### src/rtl/dpr_pkg.sv
package dpr_pkg;

  localparam int unsigned MAX_DIM_DEF = 4096;

  localparam int unsigned DIM_W   = 13;
  localparam int unsigned POS_W   = 12;
  localparam int unsigned CHAN_W  = 8;
  localparam int unsigned PADDR_W = 4;
  localparam int unsigned PDATA_W = 32;

  typedef enum logic [1:0] {
    FMT_RGB555 = 2'd0,
    FMT_BGR24  = 2'd1,
    FMT_BGRX32 = 2'd2,
    FMT_NONE   = 2'd3
  } fmt_t;

  typedef enum logic [1:0] {
    REG_FORMAT = 2'd0,
    REG_WIDTH  = 2'd1,
    REG_HEIGHT = 2'd2
  } reg_idx_t;

  localparam fmt_t             FMT_RESET    = FMT_BGR24;
  localparam logic [DIM_W-1:0] WIDTH_RESET  = 13'd1;
  localparam logic [DIM_W-1:0] HEIGHT_RESET = 13'd1;

  localparam logic [15:0] CHAN5_MASK = 16'h001f;

  typedef struct packed {
    fmt_t             fmt;
    logic [DIM_W-1:0] width;
    logic [DIM_W-1:0] height;
  } cfg_t;

  typedef struct packed {
    logic [POS_W-1:0]  pixel_x;
    logic [POS_W-1:0]  pixel_row;
    logic [CHAN_W-1:0] red;
    logic [CHAN_W-1:0] green;
    logic [CHAN_W-1:0] blue;
    logic              last_pixel;
  } pix_t;

endpackage

### src/rtl/dpr_cfg_regs.sv
module dpr_cfg_regs (
  input  logic                          clk,
  input  logic                          rst_n,
  input  logic                          psel,
  input  logic                          penable,
  input  logic                          pwrite,
  input  logic [dpr_pkg::PADDR_W-1:0]   paddr,
  input  logic [dpr_pkg::PDATA_W-1:0]   pwdata,
  output logic [dpr_pkg::PDATA_W-1:0]   prdata,
  output logic                          pready,
  output dpr_pkg::cfg_t                 cfg
);

  dpr_pkg::cfg_t     cfg_r;
  dpr_pkg::cfg_t     cfg_nxt;
  logic              wr_en;
  dpr_pkg::reg_idx_t idx;

  assign pready = 1'b1;
  assign wr_en  = psel && penable && pwrite;
  assign idx    = dpr_pkg::reg_idx_t'(paddr[3:2]);

  always_comb begin
    cfg_nxt = cfg_r;
    if (wr_en) begin
      unique case (idx)
        dpr_pkg::REG_FORMAT: cfg_nxt.fmt    = dpr_pkg::fmt_t'(pwdata[1:0]);
        dpr_pkg::REG_WIDTH:  cfg_nxt.width  = pwdata[dpr_pkg::DIM_W-1:0];
        dpr_pkg::REG_HEIGHT: cfg_nxt.height = pwdata[dpr_pkg::DIM_W-1:0];
        default: ;
      endcase
    end
  end

  always_ff @(posedge clk) begin
    if (!rst_n) begin
      cfg_r.fmt    <= dpr_pkg::FMT_RESET;
      cfg_r.width  <= dpr_pkg::WIDTH_RESET;
      cfg_r.height <= dpr_pkg::HEIGHT_RESET;
    end else begin
      cfg_r <= cfg_nxt;
    end
  end

  always_comb begin
    prdata = '0;
    unique case (idx)
      dpr_pkg::REG_FORMAT: prdata = 32'(cfg_r.fmt);
      dpr_pkg::REG_WIDTH:  prdata = 32'(cfg_r.width);
      dpr_pkg::REG_HEIGHT: prdata = 32'(cfg_r.height);
      default:             prdata = '0;
    endcase
  end

  assign cfg = cfg_r;

endmodule

### src/rtl/dpr_decode.sv
module dpr_decode #(
  parameter int unsigned MAX_DIM = dpr_pkg::MAX_DIM_DEF
) (
  input  logic          clk,
  input  logic          rst_n,
  input  logic          step,
  input  logic [7:0]    data_byte,
  input  dpr_pkg::cfg_t cfg,
  output logic          emit,
  output dpr_pkg::pix_t pix
);

  localparam int unsigned CW = $clog2(MAX_DIM);
  localparam int unsigned DW = $clog2(MAX_DIM + 1);

  logic [1:0]    phase_r,   phase_nxt;
  logic [23:0]   partial_r, partial_nxt;
  logic [CW-1:0] col_r,     col_nxt;
  logic [CW-1:0] row_r,     row_nxt;
  logic [1:0]    pad_r,     pad_nxt;
  logic          in_pad_r,  in_pad_nxt;

  logic [DW-1:0] w, h;
  logic [DW-1:0] col_inc, row_inc;
  logic          col_end, row_end;
  logic [CW-1:0] row_adv;
  logic [1:0]    last_phase;
  logic [15:0]   word16;
  logic [7:0]    r, g, b;
  logic [1:0]    pad_len;
  logic [31:0]   col_ext, row_diff;

  // zero reads as 1, anything above the limit as the limit
  always_comb begin
    if (cfg.width == '0) w = DW'(1);
    else if (32'(cfg.width) > 32'(MAX_DIM)) w = DW'(MAX_DIM);
    else w = DW'(cfg.width);
    if (cfg.height == '0) h = DW'(1);
    else if (32'(cfg.height) > 32'(MAX_DIM)) h = DW'(MAX_DIM);
    else h = DW'(cfg.height);
  end

  assign col_inc = DW'(col_r) + DW'(1);
  assign row_inc = DW'(row_r) + DW'(1);
  assign col_end = col_inc >= w;
  assign row_end = row_inc >= h;
  assign row_adv = row_end ? '0 : CW'(row_inc);

  assign last_phase = 2'(cfg.fmt) + 2'd1;

  assign word16 = {data_byte, partial_r[7:0]};

  always_comb begin
    case (cfg.fmt)
      dpr_pkg::FMT_RGB555: begin
        r = {5'((word16 >> 10) & dpr_pkg::CHAN5_MASK), 3'b000};
        g = {5'((word16 >> 5) & dpr_pkg::CHAN5_MASK), 3'b000};
        b = {5'(word16 & dpr_pkg::CHAN5_MASK), 3'b000};
      end
      dpr_pkg::FMT_BGR24: begin
        b = partial_r[7:0];
        g = partial_r[15:8];
        r = data_byte;
      end
      default: begin
        b = partial_r[7:0];
        g = partial_r[15:8];
        r = partial_r[23:16];
      end
    endcase
  end

  always_comb begin
    case (cfg.fmt)
      dpr_pkg::FMT_RGB555: pad_len = w[0] ? 2'd2 : 2'd0;
      dpr_pkg::FMT_BGR24:  pad_len = w[1:0];
      default:             pad_len = 2'd0;
    endcase
  end

  assign col_ext  = 32'(col_r);
  assign row_diff = 32'(h) - 32'(row_r) - 32'd1;

  assign pix.pixel_x    = col_ext[11:0];
  assign pix.pixel_row  = row_diff[11:0];
  assign pix.red        = r;
  assign pix.green      = g;
  assign pix.blue       = b;
  assign pix.last_pixel = col_end && row_end;

  always_comb begin
    phase_nxt   = phase_r;
    partial_nxt = partial_r;
    col_nxt     = col_r;
    row_nxt     = row_r;
    pad_nxt     = pad_r;
    in_pad_nxt  = in_pad_r;
    emit        = 1'b0;
    if (step) begin
      if (in_pad_r) begin
        if (pad_r <= 2'd1) begin
          pad_nxt    = 2'd0;
          in_pad_nxt = 1'b0;
          row_nxt    = row_adv;
        end else begin
          pad_nxt = pad_r - 2'd1;
        end
      end else if (cfg.fmt == dpr_pkg::FMT_NONE) begin
        // byte dropped, state kept
      end else if (phase_r < last_phase) begin
        case (phase_r)
          2'd0:    partial_nxt[7:0]   = data_byte;
          2'd1:    partial_nxt[15:8]  = data_byte;
          2'd2:    partial_nxt[23:16] = data_byte;
          default: ;
        endcase
        phase_nxt = phase_r + 2'd1;
      end else begin
        emit        = 1'b1;
        phase_nxt   = 2'd0;
        partial_nxt = '0;
        if (col_end) begin
          col_nxt = '0;
          if (pad_len != 2'd0) begin
            in_pad_nxt = 1'b1;
            pad_nxt    = pad_len;
          end else begin
            row_nxt = row_adv;
          end
        end else begin
          col_nxt = CW'(col_inc);
        end
      end
    end
  end

  always_ff @(posedge clk) begin
    if (!rst_n) begin
      phase_r   <= '0;
      partial_r <= '0;
      col_r     <= '0;
      row_r     <= '0;
      pad_r     <= '0;
      in_pad_r  <= 1'b0;
    end else begin
      phase_r   <= phase_nxt;
      partial_r <= partial_nxt;
      col_r     <= col_nxt;
      row_r     <= row_nxt;
      pad_r     <= pad_nxt;
      in_pad_r  <= in_pad_nxt;
    end
  end

endmodule

### src/rtl/dib_pixel_row_decoder_unit.sv
// channel | ports                        | direction
// input   | in_valid, in_stall, in_*     | one raw pixel-array byte per item
// result  | out_valid, out_stall, out_*  | one decoded pixel per item
// config  | psel/penable/pwrite/paddr    | format 0x0, width 0x4, height 0x8
//
// one byte per cycle sustained while the result is not stalled: input register,
// then combinational decode and counter update into the result register
// synchronous active-low reset clears counters, phase and both valid flags
// a stalled result holds the result register; the input register then fills
// and in_stall rises only while a byte waits behind the held result
module dib_pixel_row_decoder_unit #(
  parameter int unsigned MAX_DIM = dpr_pkg::MAX_DIM_DEF
) (
  input  logic                        clk,
  input  logic                        rst_n,
  input  logic                        in_valid,
  output logic                        in_stall,
  input  logic [7:0]                  in_data_byte,
  output logic                        out_valid,
  input  logic                        out_stall,
  output logic [11:0]                 out_pixel_x,
  output logic [11:0]                 out_pixel_row,
  output logic [7:0]                  out_red,
  output logic [7:0]                  out_green,
  output logic [7:0]                  out_blue,
  output logic                        out_last_pixel,
  input  logic                        psel,
  input  logic                        penable,
  input  logic                        pwrite,
  input  logic [dpr_pkg::PADDR_W-1:0] paddr,
  input  logic [dpr_pkg::PDATA_W-1:0] pwdata,
  output logic [dpr_pkg::PDATA_W-1:0] prdata,
  output logic                        pready
);

  dpr_pkg::cfg_t cfg;
  dpr_pkg::pix_t pix;
  dpr_pkg::pix_t res_r;
  logic          emit;
  logic          hold_valid_r, hold_valid_nxt;
  logic [7:0]    hold_byte_r;
  logic          out_valid_r, out_valid_nxt;
  logic          step;

  dpr_cfg_regs u_cfg (
    .clk     (clk),
    .rst_n   (rst_n),
    .psel    (psel),
    .penable (penable),
    .pwrite  (pwrite),
    .paddr   (paddr),
    .pwdata  (pwdata),
    .prdata  (prdata),
    .pready  (pready),
    .cfg     (cfg)
  );

  // the held byte moves on whenever the result register is free or drains
  assign step     = hold_valid_r && !(out_valid_r && out_stall);
  assign in_stall = hold_valid_r && !step;

  dpr_decode #(
    .MAX_DIM (MAX_DIM)
  ) u_dec (
    .clk       (clk),
    .rst_n     (rst_n),
    .step      (step),
    .data_byte (hold_byte_r),
    .cfg       (cfg),
    .emit      (emit),
    .pix       (pix)
  );

  always_comb begin
    hold_valid_nxt = hold_valid_r;
    if (!in_stall) hold_valid_nxt = in_valid;
    if (step) out_valid_nxt = emit;
    else if (out_stall) out_valid_nxt = out_valid_r;
    else out_valid_nxt = 1'b0;
  end

  always_ff @(posedge clk) begin
    if (!rst_n) begin
      hold_valid_r <= 1'b0;
      out_valid_r  <= 1'b0;
    end else begin
      hold_valid_r <= hold_valid_nxt;
      out_valid_r  <= out_valid_nxt;
    end
  end

  always_ff @(posedge clk) begin
    if (in_valid && !in_stall) hold_byte_r <= in_data_byte;
    if (step && emit) res_r <= pix;
  end

  assign out_valid      = out_valid_r;
  assign out_pixel_x    = res_r.pixel_x;
  assign out_pixel_row  = res_r.pixel_row;
  assign out_red        = res_r.red;
  assign out_green      = res_r.green;
  assign out_blue       = res_r.blue;
  assign out_last_pixel = res_r.last_pixel;

endmodule

### config.mk
export PLATFORM = sky130hd
export DESIGN_NAME = dib_pixel_row_decoder_unit
export DESIGN_NICKNAME = d
export VERILOG_FILES = /design/src/rtl/dpr_pkg.sv /design/src/rtl/dpr_cfg_regs.sv /design/src/rtl/dpr_decode.sv /design/src/rtl/dib_pixel_row_decoder_unit.sv
export SDC_FILE = /design/constraint.sdc
export NUM_CORES = 1
export LEC_CHECK = 0
export BUFFER_PORTS_ARGS = -buffer_cell sky130_fd_sc_hd__buf_4
export CORE_MARGIN = 4
export CORE_UTILIZATION = 51
export DETAILED_ROUTE_END_ITERATION = 16
export PLACE_DENSITY_LB_ADDON = 0.2
export RECOVER_POWER = 50
export SLEW_MARGIN = 20
export SYNTH_ARGS = -nofsm -noshare
export SYNTH_HDL_FRONTEND = slang
export SYNTH_SLANG_ARGS = --single-unit
### constraint.sdc
create_clock -name clk -period 3.32 [get_ports clk]
set_clock_uncertainty 0.05 [all_clocks]
set_input_delay 0.664 -clock clk [delete_from_list [all_inputs] [get_ports clk]]
set_output_delay 0.664 -clock clk [all_outputs]
set_load 0.005 [all_outputs]
==> summary.md <==
- run status: finished, final reports clean
- worst-margin pin slew: 0.8385 ns
- proportion of netlist area held by the largest area contributor: 23.20%
- global-route total usage across every layer: 22.88%
- sequential-to-total area share from yosys stat: 45.73%
- post-DP HPWL: 13.33 mm
- number of synthesized register bits: 140
- Power Dens Cells: 441.1 nW/um2
- maximum vdd drop: 0.3935 mV
- ant diodes: 0
- vias: 6161
- final critical-path share of the clock period: 97.93%
- core area: 14040 um2
- type of origin of the critical path: register
- CP Class: reg2reg
- slew margin rel.: 43.98%
- arrival time at the worst endpoint: 3.56 ns
- dominant cell type by area after synthesis: sky130_fd_sc_hd__edfxtp_1
- last weighted congestion value of the routability-driven placer: 0.8685
- post-detailed-route count of antenna-violating nets: 0
- Fin Hold WS: 0.3879 ns
- total clock buffers created by CTS: 17
- initial antenna violation count: 0
- root buffer selected by CTS: sky130_fd_sc_hd__clkbuf_16
- setup repair after global routing missed its margin: true
- number of synthesized flops with an enable pin: 57
- total wirelength of the detailed-routed design: 18.65 mm
- number of buffers on the longest clock path: 2
- Yosys warnings: 0
- synth top area cells: sky130_fd_sc_hd__edfxtp_1, sky130_fd_sc_hd__dfxtp_1, sky130_fd_sc_hd__ha_1, sky130_fd_sc_hd__nand2_1, sky130_fd_sc_hd__a21oi_1
- number of distinct standard cells referenced by the synthesized netlist: 66
- final net count: 986
- number of buffers inserted by hold repair at cts: 0
- area of the mapped netlist: 7377 um2
- Clock transition at path regs: 0.06 ns
- synthesized area per cell: 9.732 um2
- horizontal extent of the die: 128.3 um
- die outline height: 128.3 um
- top-level port count: 135
- routed length per instance: 17.27 um
- port buffer count: 93
- Finished Cell Area: 9186 um2
- first-pass GRT wire length: 30.04 mm
- Post-synth ARST share: 0%
- fraction of final layout cells with drive strength greater than 1: 25.33%
- DP Area: 8382 um2
- crit path max fanout: 16
- post-synthesis cell count: 758
- DRT iter0 DRCs: 576
- area added between synthesis and finish: 24.53%
- via count of the first global-routing pass: 6129
- final setup violation count: 0
- fmax: 307.6 MHz
- pin count of the biggest net entering global routing: 32
- power consumption: 4.052 mW
- TritonCTS clock tree: yes
- most numerous cell types in the synthesized netlist: sky130_fd_sc_hd__nand2_1, sky130_fd_sc_hd__dfxtp_1, sky130_fd_sc_hd__edfxtp_1
- dominant register cell in the synthesized netlist: sky130_fd_sc_hd__dfxtp_1
- Site Rows: 43
- standby leakage power: 3.944 nW
- initial standard-cell utilization of the core: 52.53%
- GR Overflow Total: 0
- crit end category: register
- final hold vios: 0
- Skew-Pair Late Insertion Delay: 0.43 ns
- DRC violations left: 0
- non-filler cells in the finished layout: 1080
- Maximum Capacitance Violations: 0
- path type of the worst min-delay path: in2reg
- number of clock sinks: 140
- number of vias per cell: 5.705
- deepest level of the CTS H-tree: 4
- final critical-path required period: 3.251 ns
- worst path required time: 3.63 ns
- most frequent cell after synthesis: sky130_fd_sc_hd__nand2_1
- max-slew violation count: 0
- total iterations of the first detailed-routing run: 5
- total die area: 16450 um2
- number of placed instances, taps included: 1040
layout make-up:
cell class / count / area [um2]
well taps: 180 / 225.2
multi-input cells: 552 / 3777
clock inverters: 14 / 170.2
repair buffers: 143 / 1077
clock buffers: 18 / 429.2
flip-flops and latches: 140 / 3383
inverters: 33 / 123.9
fillers: 1119 / 4856
critical path: stages (launching register included):
cell,delay (ns)
sky130_fd_sc_hd__dfxtp_4,0.38
sky130_fd_sc_hd__ha_4,0.14
sky130_fd_sc_hd__and3_4,0.18
sky130_fd_sc_hd__and3_4,0.17
sky130_fd_sc_hd__and3_4,0.18
sky130_fd_sc_hd__and3_4,0.21
sky130_fd_sc_hd__xor2_1,0.15
sky130_fd_sc_hd__ha_1,0.26
sky130_fd_sc_hd__buf_4,0.14
sky130_fd_sc_hd__nand3_1,0.06
sky130_fd_sc_hd__a21boi_1,0.09
sky130_fd_sc_hd__a211o_1,0.31
sky130_fd_sc_hd__or3_1,0.37
sky130_fd_sc_hd__buf_6,0.18
sky130_fd_sc_hd__nor3b_4,0.18
sky130_fd_sc_hd__a21o_1,0.12
state kept, by name (all words and copies together), names as in the netlist:
signal	count
u_dec.col_r	12
u_dec.phase_r	2
u_dec.pad_r	2
u_dec.partial_r	24
u_dec.row_r	12
out_green	8
out_blue	8
out_pixel_row	12
out_red	8
out_valid	1
u_cfg.cfg	28
out_last_pixel	1
hold_byte_r	8
u_dec.in_pad_r	1
hold_valid_r	1
out_pixel_x	12
what timing repair did:
action / in CTS / in global routing
buffers inserted: 1 / 7
setup endpoints to repair: 20 / 28
gates cloned: 0 / 0
gates resized for setup: 8 / 27
hold endpoints to repair: 0 / 0
pin swaps: 5 / 14
per-stage QoR:
step	worst slack (ns)	utilization [%]	TNS [ns]
detailed placement	-0.09579	59.69	-0.2112
floorplan	0.004572	-	0
CTS	0.005126	64.20	0
finish	0.06880	65.42	0
global placement	-0.0009435	59.69	-0.0009435
global route	-0.07820	65.42	-0.4473
final timing paths:
kind / start / end / slack (ns) / cells past startpoint
worst max register to register: u_dec.col_r[1] / u_dec.col_r[2] / 0.07 / 15
worst max-delay path: u_dec.col_r[1] / u_dec.col_r[2] / 0.07 / 15
worst min register to register: u_dec.col_r[2] / out_pixel_x[2] / 0.42 / 0
worst min-delay path: in_data_byte[7] / hold_byte_r[7] / 0.39 / 1
power by group:
group / internal, mW / total, mW / leakage [nW] / switching, mW
Combinational: 0.119 / 0.273 / 2.44 / 0.154
Sequential: 1.82 / 1.84 / 1.22 / 0.0262
Clock: 1.18 / 1.94 / 0.286 / 0.753
layer usage:
layer  wire length (um)  global-route usage, %  vias up
li1                   -                      -     2957
met1               7730                  28.39     2950
met2               9259                  38.40      224
met3               1269                  5.917       30
met4                393                  8.302        0
met5                  0                      0        -
cells in the final DEF, fill, tap and decap left out, types with 18 or more instances in the layout:
| master | count |
|---|---|
| sky130_fd_sc_hd__xnor2_1 | 18 |
| sky130_fd_sc_hd__conb_1 | 20 |
| sky130_fd_sc_hd__inv_1 | 31 |
| sky130_fd_sc_hd__buf_4 | 131 |
| sky130_fd_sc_hd__nor2_1 | 50 |
| sky130_fd_sc_hd__dfxtp_1 | 79 |
| sky130_fd_sc_hd__a22oi_1 | 30 |
| sky130_fd_sc_hd__ha_1 | 45 |
| sky130_fd_sc_hd__nand2_1 | 112 |
| sky130_fd_sc_hd__a21oi_1 | 43 |
| sky130_fd_sc_hd__edfxtp_1 | 57 |
cells by family after synthesis:
kind of cell,count (synthesis),synth area share (%)
muxes,15,2.222
other,2,0.1018
and+or+nand+nor,258,16.99
adders and majority gates,48,8.243
AOI/OAI and AO/OA,181,17.30
DFF,140,45.73
buffers and inverters,84,5.851
xor gates and xnor gates,30,3.562
(Power assumes the default switching activity.)
